### config.mk
export PLATFORM = sky130hd
export DESIGN_NAME = nrat_queue
export DESIGN_NICKNAME = d
export VERILOG_FILES = /design/src/design/nrat_pkg.sv /design/src/design/nrat_queue.sv
export SDC_FILE = /design/constraint.sdc
export NUM_CORES = 1
export LEC_CHECK = 0
export ABC_AREA = 1
export ABC_CLOCK_PERIOD_IN_PS = 11100
export BUFFER_PORTS_ARGS = -buffer_cell sky130_fd_sc_hd__buf_2
export CORE_MARGIN = 3
export CORE_UTILIZATION = 35
export CTS_CLUSTER_DIAMETER = 50
export DETAILED_ROUTE_END_ITERATION = 10
export SLEW_MARGIN = 0
export SYNTH_ARGS = -nofsm -noshare
export SYNTH_HDL_FRONTEND = slang
export SYNTH_SLANG_ARGS = --single-unit
### constraint.sdc
create_clock -name clk -period 11.1 [get_ports clk]
set_input_delay 2.22 -clock clk [delete_from_list [all_inputs] [get_ports clk]]
set_output_delay 2.22 -clock clk [all_outputs]
set_load 0.005 [all_outputs]
### src/design/nrat_pkg.sv
// ----------------------------------------------------------------------------
// nrat_pkg
// Shared types and constants for the nearest reference altitude table.
// ----------------------------------------------------------------------------
package nrat_pkg;

  localparam int TableDepth = 256;
  localparam int IdxW       = $clog2(TableDepth);
  localparam int CntW       = IdxW + 1;
  localparam int QueueDepth = 2;
  localparam int QPtrW      = $clog2(QueueDepth);

  typedef enum logic [1:0] {
    CMD_CLEAR = 2'd0,
    CMD_ADD   = 2'd1,
    CMD_QUERY = 2'd2,
    CMD_NOP   = 2'd3
  } cmd_t;

  typedef enum logic [1:0] {
    ST_OK    = 2'd0,
    ST_FULL  = 2'd1,
    ST_EMPTY = 2'd2,
    ST_RSVD  = 2'd3
  } status_t;

  typedef struct packed {
    logic [1:0]         command;
    logic signed [31:0] pos_x;
    logic signed [31:0] pos_y;
    logic signed [31:0] pos_z;
    logic signed [31:0] ground_height;
  } in_word_t;

  typedef struct packed {
    logic signed [31:0] height_out;
    logic [7:0]         match_index;
    logic [1:0]         status;
  } out_word_t;

  // word handed from front end to back end
  typedef struct packed {
    cmd_t               cmd;
    status_t            status;
    logic [IdxW-1:0]    slot;
    logic signed [31:0] pos_x;
    logic signed [31:0] pos_y;
    logic signed [31:0] pos_z;
    logic signed [31:0] height;
  } job_t;

endpackage

### src/design/nrat_queue.sv
// ----------------------------------------------------------------------------
// nrat_queue
// Small FIFO of jobs between front and back end.
// ----------------------------------------------------------------------------
module nrat_queue (
  input  logic           clk,
  input  logic           rst_n,
  input  logic           push,
  input  nrat_pkg::job_t push_job,
  input  logic           pop,
  output nrat_pkg::job_t head,
  output logic           not_empty,
  output logic           full
);

  nrat_pkg::job_t              slot_r [nrat_pkg::QueueDepth];
  logic [nrat_pkg::QPtrW-1:0]  wr_r, rd_r;
  logic [nrat_pkg::QPtrW:0]    fill_r;

  assign head      = slot_r[rd_r];
  assign not_empty = fill_r != '0;
  assign full      = fill_r == (nrat_pkg::QPtrW+1)'(nrat_pkg::QueueDepth);

  always_ff @(posedge clk) begin
    if (push) slot_r[wr_r] <= push_job;
  end

  always_ff @(posedge clk) begin
    if (!rst_n) begin
      wr_r   <= '0;
      rd_r   <= '0;
      fill_r <= '0;
    end else begin
      if (push) wr_r <= wr_r + 1'b1;
      if (pop)  rd_r <= rd_r + 1'b1;
      fill_r <= fill_r + (nrat_pkg::QPtrW+1)'(push) - (nrat_pkg::QPtrW+1)'(pop);
    end
  end

endmodule

* Word-level counts from Yosys, hierarchy flattened
Memory sizes are Yosys's and may differ from the RTL's. A register that Yosys moved wholly into a read port is not among the register bits.
Index checks and enable logic that the tools add are counted.
** Operators by class
- Add/sub/neg operators :: 4
- Equality and inequality tests :: 1
- Multiplexer cells :: 4
- Reductions and logical operators :: 1
** Operators with widths (number)
- 1-bit two-way mux :: 4
- 1-bit adder (second input constant) :: 2
- 2-bit by 1-bit adder with 2-bit output :: 1
- 2-bit equality test (second input constant) :: 1
- 2-bit nonzero test :: 1
- 2-bit by 1-bit subtractor with 2-bit output :: 1
** Word-level totals
- Register bits :: 4
- Memory bits (writable) :: 280
- Bits of input ports :: 144
- Memories :: 1
** Memory list
- slot_r :: words 2, bits a word 140, read ports 1, clocked after Yosys merged registers in 1, wr ports 1, RTL line nrat_queue.sv:16 : nrat_pkg::job_t slot_r [nrat_pkg::QueueDepth];

* Depth between registers and ports, before layout
- Depth in word-level cells :: 3
- Mapped depth :: 9
- Mapped depth without buffers :: 9

* Worst setup path before layout
OpenSTA, ideal clock, no wires.
- Path type :: input-to-reg
- From :: input push
- To :: memory slot_r[0][0] (netlist name) (enable)
- Library setup time :: 645 ps
- Data arrival time :: 8115 ps
- Path slack :: 2340 ps
- Stages :: 2
- Path buffers :: 0
- Cells stage by stage :: inv_1 -> nor2_1
** Between the ends
- Longest elaborated chain between the ends :: 2
** RTL lines
- start: declaration :: RTL line nrat_queue.sv:8 : input logic push,
- 1-bit two-way mux :: RTL line nrat_queue.sv:25 : if (push) slot_r[wr_r] <= push_job;
- 1-bit two-way mux (not written as such) :: RTL line nrat_queue.sv:25
- end: declaration :: RTL line nrat_queue.sv:16
Every way passes these cells.

==> flow_summary.json <==
{
  "syn-num-nets": 615,
  "syn_area_um2": 10740,
  "finalSetupViolCount": 0,
  "insertion_delay_ps": 500,
  "rsz0062_at_grt": "no",
  "synth.distinct_cells": 13,
  "hpwl_um": 13550,
  "end_kind": "output pin",
  "drc_errors": 0,
  "clock.fmax_mhz": 200.1,
  "grt_use_total_pct": 12.34,
  "post_cts.repair.setup_buffers": 0,
  "powerDensity_nw_per_um2": 186.5,
  "hold_viol_final": 0,
  "overflow": 0,
  "syn_area_per_cell_um2": 22.91,
  "slew_violations": 0,
  "first_global_vias": 5498,
  "cp_data_arrival_time_ps": 2780,
  "fin_crit_ps": 4999,
  "r2r-end": "slot_r[1][60]$_DFFE_PP_",
  "ys_ff_latch": 285,
  "min_period_over_period_pct": 45.03,
  "path_cells": "buf_4, mux2_4, buf_2",
  "core_um2": 29950,
  "ff2ff_path_depth": 3,
  "crit_required_ps": 8880,
  "drtAntennaViolNets": 0,
  "clock_tree.root_cell": "clkbuf_16",
  "min_from": "rd_r$_SDFFE_PN0P_",
  "die-height_um": 181.2,
  "via_per_inst": 4.462,
  "wl_per_cell_um": 17.43,
  "status": "finished, final reports clean",
  "start_util_pct": 35.87,
  "io-pin-count": 286,
  "drt_iter0_markers": 231,
  "numPortBuffers": 285,
  "max-vdd-ir-drop_uv": 130.7,
  "r2r_slack_ps": 8750,
  "cts.repair.resized": 0,
  "grt_max_degree": 141,
  "skew_ps": 11.50,
  "slew_headroom_pct": 30.40,
  "crit_path_start_kind": "register",
  "syn_to_final_growth_pct": 27.20,
  "cts_num_sinks": 285,
  "hold_path.class": "reg2reg",
  "p_total_mw": 2.549,
  "worstHoldPathCells": 2,
  "cts_htree_levels": 2,
  "worst_slew_pin_slew_ps": 1044,
  "synth_cells": 469,
  "crit_slowest_cell": "buf_4",
  "vias": 5341,
  "grt_pass1_wl_um": 31550,
  "antenna_found_initial": 7,
  "cap_viol_max_count": 0,
  "r2r-start": "wr_r$_SDFFE_PN0P_",
  "critPathMaxFanout": 53,
  "final_core_util_pct": 45.63,
  "yosysWarnings": 0,
  "routed_wl_um": 20860,
  "finalInstanceArea_um2": 13670,
  "synth-seq-area-share_pct": 79.19,
  "cts_buffer_depth": 3,
  "postCtsHoldBufs": 0,
  "cts_tree": "built",
  "num_rows": 63,
  "p_leak_nw": 5.355,
  "critical_path.max_stage_delay_ps": 860,
  "die_x_um": 181.2,
  "clkSlewWorstSetupHoldPaths_ps": 60,
  "fin_nets": 925,
  "tns_ps": 0,
  "dr.pass1.iters": 4,
  "drive_gt1_share_pct": 60.30,
  "numCtsBuffers": 35,
  "critPathKind": "reg2out",
  "place.gp.congestion": 0.7123,
  "design.die.area_um2": 32840,
  "dpl_cell_area_um2": 12560
}
==> report_power, final <==
part	leakage [nW]	internal [mW]	total [mW]	switching, mW
clock network	0.538	0.644	1.07	0.423
registers	2.67	1.25	1.27	0.0180
logic	2.15	0.117	0.216	0.0985
total	5.35	2.01	2.55	0.540
==> cell families (layout without fill, tap and decap cells) <==
group | count (synthesis) | count (layout) | synth area share (%)
other | 0 | 1 | 0
flip-flops | 285 | 285 | 79.19
buffers and inverters | 23 | 360 | 1.724
AND/OR/NAND/NOR | 18 | 18 | 0.6404
multiplexers | 140 | 140 | 18.17
AO/OA/AOI/OAI | 1 | 1 | 0.04654
adder cells (fa/ha/maj) | 2 | 2 | 0.2329
==> synth_stat cells (all sizes together) <==
cell type    n  area share, %
edfxtp     280             78
ha           2           0.23
mux2       140             18
nand3        1          0.047
dfxtp        5           0.93
a21oi        1          0.047
nor2         8           0.28
nand2        9           0.31
buf         16            1.5
inv          7           0.24
==> metal layers <==
layer	up-vias	global-route usage [%]	routed length, um
met2	228	18.98	9620
li1	2483	-	-
met1	2575	15.64	8416
met5	-	0	35
met4	6	4.022	572
met3	49	5.597	2212
==> worst max path at each step <==
stage,slack (ps),end,cells after the start
after global placement,6510,head[7],3
after floorplan,2340,slot_r[0][0]$_DFFE_PP_,2
after detailed placement,6510,head[7],3
after global routing,5900,head[7],3
final,6100,head[62],3
after CTS,5960,head[7],3
==> cell usage in the layout (no fill, tap or decap), types with 2 or more instances in the layout <==
cell,instances
ha_1,2
inv_8,2
clkinvlp_4,3
clkbuf_1,8
clkinv_1,2
nand2_1,9
inv_6,5
bufinv_16,2
inv_1,6
mux2_2,40
edfxtp_1,280
clkbuf_16,35
clkinv_2,6
buf_4,3
buf_2,285
dfxtp_1,4
mux2_4,100
nor2_1,7
==> flip-flops by register name, indices dropped and copies added (netlist names), named ones only <==
register and count:
wr_r 1, rd_r 1, slot_r 280, fill_r 2
==> per-stage QoR <==
step	worst slack [ps]	std cells	hold WS, ps
floorplan	2340	469	463.5
global placement	6509	1132	482.3
detailed placement	6508	1132	490.0
CTS	5958	1196	494.1
global route	5895	1197	558.9
finish	6101	1197	496.2
==> cell type report <==
class	instances	area, um2
Tap cell	390	488.0
Sequential cell	285	8512
Multi-Input combinational cell	161	2058
Inverter	7	31.28
Clock inverter	20	186.4
Fill cell	2645	16290
Timing Repair Buffer	289	1469
Clock buffer	44	919.6
Antenna cell	1	2.502
==> worst max-delay path, delay by kind of cell (launching register included) <==
kind | cells | cell delay, ps
buffers and inverters | 2 | 1000
multiplexers | 1 | 350
flip-flops | 1 | 800
No activity file was read; power rests on OpenSTA's default activity.
