==> src/design/nrat_pkg.sv <==
// ----------------------------------------------------------------------------
// nrat_pkg
// Shared types and constants for the nearest reference altitude table.
// ----------------------------------------------------------------------------
package nrat_pkg;

  localparam int TableDepth = 256;
  localparam int IdxW       = $clog2(TableDepth);
  localparam int CntW       = IdxW + 1;
  localparam int QueueDepth = 2;
  localparam int QPtrW      = $clog2(QueueDepth);

  typedef enum logic [1:0] {
    CMD_CLEAR = 2'd0,
    CMD_ADD   = 2'd1,
    CMD_QUERY = 2'd2,
    CMD_NOP   = 2'd3
  } cmd_t;

  typedef enum logic [1:0] {
    ST_OK    = 2'd0,
    ST_FULL  = 2'd1,
    ST_EMPTY = 2'd2,
    ST_RSVD  = 2'd3
  } status_t;

  typedef struct packed {
    logic [1:0]         command;
    logic signed [31:0] pos_x;
    logic signed [31:0] pos_y;
    logic signed [31:0] pos_z;
    logic signed [31:0] ground_height;
  } in_word_t;

  typedef struct packed {
    logic signed [31:0] height_out;
    logic [7:0]         match_index;
    logic [1:0]         status;
  } out_word_t;

  // word handed from front end to back end
  typedef struct packed {
    cmd_t               cmd;
    status_t            status;
    logic [IdxW-1:0]    slot;
    logic signed [31:0] pos_x;
    logic signed [31:0] pos_y;
    logic signed [31:0] pos_z;
    logic signed [31:0] height;
  } job_t;

endpackage

==> src/design/nrat_front.sv <==
// ----------------------------------------------------------------------------
// nrat_front
// Accepts commands, tracks the entry count and classifies each word into
// a job for the back end.
// ----------------------------------------------------------------------------
module nrat_front (
  input  logic                 clk,
  input  logic                 rst_n,
  input  logic                 acc,
  input  nrat_pkg::in_word_t   in_word,
  output nrat_pkg::job_t       job
);

  logic [nrat_pkg::CntW-1:0] count_r, count_nxt;
  nrat_pkg::cmd_t            cmd;

  assign cmd   = nrat_pkg::cmd_t'(in_word.command);

  always_comb begin
    count_nxt    = count_r;
    job.cmd      = cmd;
    job.status   = nrat_pkg::ST_OK;
    job.slot     = count_r[nrat_pkg::IdxW-1:0];
    job.pos_x    = in_word.pos_x;
    job.pos_y    = in_word.pos_y;
    job.pos_z    = in_word.pos_z;
    job.height   = in_word.ground_height;
    unique case (cmd)
      nrat_pkg::CMD_CLEAR: count_nxt = '0;
      nrat_pkg::CMD_ADD: begin
        if (count_r == nrat_pkg::CntW'(nrat_pkg::TableDepth)) begin
          job.status = nrat_pkg::ST_FULL;
        end else begin
          count_nxt = count_r + 1'b1;
        end
      end
      nrat_pkg::CMD_QUERY: begin
        if (count_r == '0) job.status = nrat_pkg::ST_EMPTY;
      end
      default: ;
    endcase
  end

  always_ff @(posedge clk) begin
    if (!rst_n) begin
      count_r <= '0;
    end else if (acc) begin
      count_r <= count_nxt;
    end
  end

endmodule

==> config.mk <==
export PLATFORM = sky130hd
export DESIGN_NAME = nrat_front
export DESIGN_NICKNAME = d
export VERILOG_FILES = /design/src/design/nrat_pkg.sv /design/src/design/nrat_front.sv
export SDC_FILE = /design/constraint.sdc
export NUM_CORES = 1
export LEC_CHECK = 0
export BUFFER_PORTS_ARGS = -buffer_cell sky130_fd_sc_hd__buf_2
export CORE_AREA = 2 2 106 108
export CTS_CLUSTER_SIZE = 10
export DETAILED_ROUTE_END_ITERATION = 10
export DIE_AREA = 0 0 108 110
export GPL_TIMING_DRIVEN = 1
export SLEW_MARGIN = 40
export SYNTH_ARGS = -nofsm -noshare
export SYNTH_HDL_FRONTEND = slang
export SYNTH_SLANG_ARGS = --single-unit
==> constraint.sdc <==
create_clock -name clk -period 4.2 [get_ports clk]
set_input_delay 1.26 -clock clk [delete_from_list [all_inputs] [get_ports clk]]
set_output_delay 1.26 -clock clk [all_outputs]
set_load 0.01 [all_outputs]
======== After elaboration in Yosys (flattened, before gate mapping) ========
Cells that the tools add are included.
storage, ports and cells
  input port bits ......................... 133
  register bits after elaboration ......... 9
operators by class
  muxes and demuxes ....................... 5
  reduce and logical (&&, ||, !) cells .... 4
  eq/ne operators ......................... 4
  $add $sub $neg .......................... 1
operators with widths
  cell                   number
  $pmux W9 S2            1
  $add A9 B1 Y9 const B  1
  $eq A9 B9 Y1 const B   1
  $logic_not A9 Y1       1
  $mux W9                1
  $pmux W2 S2            1
  $reduce_and A3 Y1      1
  $eq A2 B1 Y1 const B   1
  $eq A2 B2 Y1 const B   1
  $logic_not A2 Y1       1
  $mux W2                1
  $ne A2 B2 Y1 const B   1
  $reduce_bool A2 Y1     1
  $mux W1                1

======== Longest topological paths before layout ========
Gate-level depths: netlist of run 1.
  depth after elaboration ................. 3
  gate-level depth with buffers ........... 6

======== Worst setup path after synthesis of run 1 ========
No wires, ideal clock.
  path type ............................... input to output
  from .................................... input port in_word[128] in the netlist's numbering
  to ...................................... output port job[137] in the netlist's numbering
  data arrival time ....................... 2.198 ns
  path slack .............................. 0.742 ns
  cell stages on the path ................. 5
  buffers on the path ..................... 0
  required time ........................... 2.940 ns
  cells stage by stage .................... inv_1 ha_1 nor4b_1 nand2_1 nor3b_1
RTL lines
  item             line              text
  start, declared  nrat_front.sv:10  input nrat_pkg::in_word_t in_word,
  end, declared    nrat_front.sv:11  output nrat_pkg::job_t job

==> load_flow_metrics.sql, run 1 <==
INSERT INTO impl_metrics (metric_group, metric, value, unit) VALUES
('clocking', 'cts_tree', 'done', ''),
('floorplanning', 'core.rowCount', '38', ''),
('critical_path', 'crit_path_end', 'job[137]', ''),
('min_path', 'hold_class', 'reg2reg', ''),
('synth', 'post-synth-top-area-fraction', '63.9', '%'),
('critical_path', 'critical_path_startpoint_category', 'primary input', ''),
('grt', 'grt_usage', '6.61', '%'),
('grt', 'grt_overflow_total', '0', ''),
('synth', 'yosys_register_bits', '9', ''),
('critical_path', 'path_max_fanout', '3', ''),
('floorplanning', 'core_area', '10700', 'sq um'),
('drt', 'drtAntennaViolNets', '0', ''),
('synth', 'synth_top_flop_cell', 'sky130_fd_sc_hd__dfxtp_1', ''),
('layout', 'n_fill_cell', '1233', ''),
('layout', 'regMostFlops', 'count_r', ''),
('layout', 'largest_registers', 'count_r (9)', ''),
('synth', 'syn-cell-area', '1630', 'sq um'),
('synth', 'post_synth_most_frequent_cells', '139 x sky130_fd_sc_hd__buf_4, 10 x sky130_fd_sc_hd__nand3_1, 9 x sky130_fd_sc_hd__dfxtp_1, 6 x sky130_fd_sc_hd__nand2_1', ''),
('critical_path', 'worstPathRequired', '2.94', 'ns'),
('layout', 'nNetsFinal', '226', ''),
('drt', 'via_count', '786', ''),
('power_and_ir_drop', 'p_total', '214', 'uW'),
('clocking', 'clkSlewWorstSetupHoldPaths', '0.05', 'ns'),
('layout', 'areaGrowthSynthToFinish', '-46.0', '%'),
('critical_path', 'r2r_end', 'count_r[8]', ''),
('sta', 'timing_max_transition_violations_final', '0', ''),
('critical_path', 'critical_path_class', 'in2out', ''),
('sta', 'finalSetupViolCount', '0', ''),
('floorplanning', 'pin_count', '273', ''),
('grt', 'antenna_violations_before_repair', '0', ''),
('synth', 'synth_sequential_area_ratio', '11.0', '%'),
('sta', 'fmax', '271', 'MHz'),
('power_and_ir_drop', 'p_per_area', '243', 'nW/um^2'),
('placed_design', 'routabilityCongestion', '0.766', ''),
('layout', 'drive_above_1_share', '26.4', '%'),
('synth', 'synthCells', '208', ''),
('run', 'drv.max_cap_violation_count', '0', ''),
('drt', 'drt-wirelength-per-cell', '18.7', 'microns'),
('synth', 'yosysTopAreaCell', 'sky130_fd_sc_hd__buf_4', ''),
('synth', 'async_flop_share', '0', '%'),
('floorplanning', 'fp.dieW', '108', 'microns'),
('sta', 'hold_ws', '0.552', 'ns'),
('clocking', 'h-tree-depth', '1', ''),
('floorplanning', 'chipHeight', '110', 'microns'),
('clocking', 'post_cts_resized', '0', ''),
('layout', 'antennaDiodeCount', '0', ''),
('sta', 'final.setup_skew', '0.00139', 'ns'),
('placed_design', 'portBuffers', '16', ''),
('critical_path', 'crit_path_start', 'in_word[129]', ''),
('drt', 'viasPerCell', '3.46', ''),
('sta', 'max_slew.worst_pin.slew', '0.565', 'ns'),
('grt', 'via_count_of_the_first_global_routing_pass', '821', ''),
('drt', 'drt_pre_antenna_iters', '4', ''),
('sta', 'setup_tns', '0', 'ns'),
('outcome', 'status', 'complete, no violations', ''),
('floorplanning', 'start_util', '15.3', '%'),
('synth', 'yosysWarningCount', '0', ''),
('drt', 'wirelength', '4240', 'microns'),
('power_and_ir_drop', 'leakagePower', '0.306', 'nW'),
('critical_path', 'ff2ff_path_depth', '4', ''),
('grt', 'wire_length_of_the_first_global_routing_pass', '5640', 'microns'),
('sta', 'fin_crit', '3.69', 'ns'),
('sta', 'rsz0062_at_grt', 'false', ''),
('grt', 'grt_max_degree', '11', ''),
('synth', 'syn_nets', '346', ''),
('sta', 'relSlewSlack', '62.1', '%'),
('clocking', 'post_cts_buffers', '0', ''),
('power_and_ir_drop', 'irDropWorstVdd', '0.105', 'mV'),
('clocking', 'clock_insertion_delay_worst_skew', '0.24', 'ns'),
('clocking', 'ctsLongestPathBuffers', '2', ''),
('critical_path', 'ff2ff_setup_slack', '2.68', 'ns');
[stage by stage]
step | area (sq um) | setup slack [ns] | utilization [%] | instances
after detailed placement | 837 | 0.513 | 7.82 | 223
after global routing | 882 | 0.323 | 8.25 | 227
final | 882 | 0.513 | 8.25 | 227
after global placement | 837 | 0.552 | 7.82 | 223
after CTS | 882 | 0.502 | 8.25 | 227
after floorplan | 1630 | 0.742 | - | 208
[cell type report]
type	instances	area (sq um)	area share [%]
clock buffers	4	45.0	5.11
inverters	5	18.8	2.13
multi-input cells	53	383	43.4
flip-flops and latches	9	180	20.4
well taps	140	175	19.9
repair buffers	16	80.1	9.08
[power by group]
| part | switching, mW | internal (mW) |
|---|---|---|
| clock network | 0.0399 | 0.0666 |
| logic | 0.0128 | 0.00767 |
| registers | 0.00106 | 0.0862 |
| total | 0.0537 | 0.161 |
[worst min path at each step]
| stage | from | to | slack, ns | cells past startpoint |
|---|---|---|---|---|
| 2_1_floorplan | count_r[1] | count_r[1] | 0.50 | 2 |
| 3_3_place_gp | count_r[8] | count_r[8] | 0.53 | 2 |
| 3_5_place_dp | count_r[0] | count_r[0] | 0.54 | 1 |
| 4_1_cts | count_r[0] | count_r[0] | 0.55 | 1 |
| 5_1_grt | count_r[0] | count_r[0] | 0.57 | 1 |
| 6_report | count_r[0] | count_r[0] | 0.55 | 1 |
[layer usage]
layer	wire length, microns	GRT usage, %	vias up	share of wire, %
met5	0	0	-	0
met4	299	5.59	0	7.1
met3	936	6.41	42	22
met2	2070	11.4	116	49
met1	929	3.92	328	22
li1	-	-	300	-
[kinds of logic after synthesis]
logic type / Yosys count / share of synthesized area [%]
DFF: 9 / 11.0
muxes: 1 / 0.613
buffers and inverters: 146 / 65.5
adders and majority gates: 5 / 3.83
AOI/OAI and AO/OA: 15 / 6.51
and+or+nand+nor: 32 / 12.5
[layout by cell type (no fill, tap or decap), types with 3 or more instances in the layout]
cell / n
sky130_fd_sc_hd__o21ai_1: 3
sky130_fd_sc_hd__or4_1: 4
sky130_fd_sc_hd__nand3_1: 10
sky130_fd_sc_hd__o211ai_1: 4
sky130_fd_sc_hd__inv_1: 5
sky130_fd_sc_hd__buf_2: 16
sky130_fd_sc_hd__ha_1: 5
sky130_fd_sc_hd__dfxtp_1: 9
sky130_fd_sc_hd__clkbuf_8: 3
sky130_fd_sc_hd__nand2_1: 6
[worst max-delay path, stage by stage]
cell and delay, ns:
sky130_fd_sc_hd__buf_2 0.11, sky130_fd_sc_hd__inv_1 0.06, sky130_fd_sc_hd__ha_1 0.26, sky130_fd_sc_hd__nor4b_1 0.21, sky130_fd_sc_hd__nand2_1 0.12, sky130_fd_sc_hd__nor3b_1 0.24
sky130_fd_sc_hd__buf_2 0.17
(Power assumes the default switching activity.)
==> run 2, diff against run 1 <==
--- a/config.mk
+++ b/config.mk
@@ -11,6 +11,7 @@
 export DETAILED_ROUTE_END_ITERATION = 10
 export DIE_AREA = 0 0 108 110
 export GPL_TIMING_DRIVEN = 1
+export MAX_ROUTING_LAYER = met4
 export SLEW_MARGIN = 40
 export SYNTH_ARGS = -nofsm -noshare
 export SYNTH_HDL_FRONTEND = slang
==> load_flow_metrics.sql, run 2 (same netlist as run 1, synthesis figures left out) <==
INSERT INTO impl_metrics (metric_group, metric, value, unit) VALUES
('clocking', 'post_cts_buffers', '0', ''),
('layout', 'regMostFlops', 'count_r', ''),
('floorplanning', 'core_area', '10700', 'sq um'),
('clocking', 'clkSlewWorstSetupHoldPaths', '0.05', 'ns'),
('floorplanning', 'fp.dieW', '108', 'microns'),
('power_and_ir_drop', 'p_per_area', '243', 'nW/um^2'),
('clocking', 'clk_root_buffer_cell', 'sky130_fd_sc_hd__clkbuf_8', ''),
('floorplanning', 'start_util', '15.3', '%'),
('placed_design', 'dp_worst_setup_slack', '0.513', 'ns'),
('grt', 'grt_overflow_total', '0', ''),
('placed_design', 'dpl.hpwl', '3550', 'microns'),
('layout', 'layout.cells.most_common_list', '16 x sky130_fd_sc_hd__buf_2, 10 x sky130_fd_sc_hd__nand3_1, 9 x sky130_fd_sc_hd__dfxtp_1, 6 x sky130_fd_sc_hd__nand2_1', ''),
('clocking', 'ctsLongestPathBuffers', '2', ''),
('drt', 'routedLengthMet1', '925', 'microns'),
('sta', 'rsz0062_at_grt', 'false', ''),
('grt', 'grt_max_degree', '11', ''),
('critical_path', 'worstPathRequired', '2.94', 'ns'),
('sta', 'timing_max_transition_violations_final', '0', ''),
('power_and_ir_drop', 'irDropWorstVdd', '0.105', 'mV'),
('critical_path', 'cp-end-kind', 'output port', ''),
('drt', 'top_signal_layer_used', 'met4', ''),
('clocking', 'ctsHoldBuffers', '0', ''),
('sta', 'finalSetupViolCount', '0', ''),
('clocking', 'post_cts_resized', '0', ''),
('layout', 'drive_above_1_share', '26.4', '%'),
('layout', 'largest_register_ffs', '9', ''),
('power_and_ir_drop', 'p_int', '161', 'uW'),
('sta', 'max_slew.worst_pin.slew', '0.565', 'ns'),
('critical_path', 'path_max_fanout', '3', ''),
('layout', 'nNetsFinal', '226', ''),
('layout', 'mostFrequentLayoutCell', 'sky130_fd_sc_hd__buf_2', ''),
('outcome', 'status', 'complete, no violations', ''),
('run', 'drv.max_cap_violation_count', '0', ''),
('drt', 'met3_wirelength', '934', 'microns'),
('sta', 'setup_tns', '0', 'ns'),
('power_and_ir_drop', 'power.sequential.fraction', '40.7', '%'),
('grt', 'wire_length_of_the_first_global_routing_pass', '5640', 'microns'),
('clocking', 'clock_sinks', '9', ''),
('drt', 'drt_pre_antenna_iters', '4', ''),
('drt', 'number_of_drc_markers_in_iteration_0', '70', ''),
('clocking', 'cts_tree', 'done', ''),
('sta', 'final-hold-violation-count', '0', ''),
('critical_path', 'cp_data_arrival_time', '2.42', 'ns'),
('min_path', 'hold_class', 'reg2reg', ''),
('power_and_ir_drop', 'p_total', '214', 'uW'),
('sta', 'final.setup_skew', '0.00117', 'ns'),
('drt', 'via_count', '782', ''),
('layout', 'antennaDiodeCount', '0', ''),
('placed_design', 'portBuffers', '16', ''),
('critical_path', 'critical_path_startpoint_category', 'primary input', ''),
('drt', 'wirelength', '4230', 'microns'),
('sta', 'hold_ws', '0.551', 'ns'),
('sta', 'final.period_utilization', '87.7', '%'),
('sta', 'relSlewSlack', '62.1', '%'),
('floorplanning', 'floorplan.die_area', '11900', 'sq um'),
('drt', 'drt-wirelength-per-cell', '18.6', 'microns'),
('power_and_ir_drop', 'swShare', '25.1', '%'),
('sta', 'fmax', '271', 'MHz'),
('clocking', 'tritoncts.num_buffers', '3', ''),
('power_and_ir_drop', 'power.clock.fraction', '49.8', '%'),
('layout', 'areaGrowthSynthToFinish', '-46.0', '%'),
('drt', 'drtAntennaViolNets', '0', ''),
('power_and_ir_drop', 'switchingPower', '53.8', 'uW'),
('grt', 'antenna_violations_before_repair', '0', ''),
('clocking', 'clock_insertion_delay_worst_skew', '0.24', 'ns'),
('power_and_ir_drop', 'leakagePower', '0.306', 'nW'),
('placed_design', 'routabilityCongestion', '0.776', ''),
('critical_path', 'critical_path_class', 'in2out', ''),
('grt', 'via_count_of_the_first_global_routing_pass', '816', ''),
('drt', 'final_routed_drc_violation_total', '0', ''),
('sta', 'finalWorstSetupSlack', '0.516', 'ns'),
('drt', 'viasPerCell', '3.44', ''),
('floorplanning', 'chipHeight', '110', 'microns'),
('drt', 'met2_wirelength', '2070', 'microns'),
('sta', 'fin_crit', '3.68', 'ns'),
('layout', 'largest_registers', 'count_r (9)', ''),
('grt', 'grt_usage', '6.80', '%'),
('floorplanning', 'core.rowCount', '38', ''),
('power_and_ir_drop', 'comb_power_share', '9.5', '%'),
('clocking', 'h-tree-depth', '1', ''),
('floorplanning', 'pin_count', '273', '');
-- run 2: cell counts in the layout (fill, tap and decap cells not counted) --
No cell type changed its count.
-- run 2: power by group through the flow --
stage | Clock, mW | Combinational (mW) | Sequential [mW]
after floorplan | 0 | 0.141 | 0.0887
after global placement | 0 | 0.0203 | 0.0889
after detailed placement | 0 | 0.0204 | 0.0889
after CTS | 0.109 | 0.0206 | 0.0873
after global routing | 0.112 | 0.0232 | 0.0872
final | 0.107 | 0.0203 | 0.0873
-- run 2: area by class of cell --
cell class	count	area (sq um)
clock buffers	4	45.0
fillers	1233	9820
inverters	5	18.8
multi-input cells	53	383
flip-flops and latches	9	180
well taps	140	175
repair buffers	16	80.1
-- run 2: final timing paths --
path | endpoint | depth (start not counted) | from | slack, ns
hold / removal | count_r[0] | 1 | count_r[0] | 0.55
setup / recovery | job[137] | 7 | in_word[129] | 0.52
hold reg to reg | count_r[0] | 1 | count_r[0] | 0.55
setup reg to reg | count_r[8] | 4 | count_r[0] | 2.68
-- run 2: per-layer routing --
metal	up-vias	GRT usage [%]
met5	-	-
li1	299	-
met1	328	3.92
met2	113	11.4
met3	42	6.41
met4	0	5.59
-- run 2: worst max-delay path: stages --
cell	delay, ns
sky130_fd_sc_hd__buf_2	0.11
sky130_fd_sc_hd__inv_1	0.06
sky130_fd_sc_hd__ha_1	0.26
sky130_fd_sc_hd__nor4b_1	0.21
sky130_fd_sc_hd__nand2_1	0.12
sky130_fd_sc_hd__nor3b_1	0.24
sky130_fd_sc_hd__buf_2	0.17
-- run 2: stage by stage --
| stage | area (sq um) | std cells | util, % |
|---|---|---|---|
| global route | 882 | 227 | 8.25 |
| CTS | 882 | 227 | 8.25 |
| detailed placement | 837 | 223 | 7.82 |
| floorplan | 1630 | 208 | - |
| global placement | 837 | 223 | 7.82 |
| finish | 882 | 227 | 8.25 |
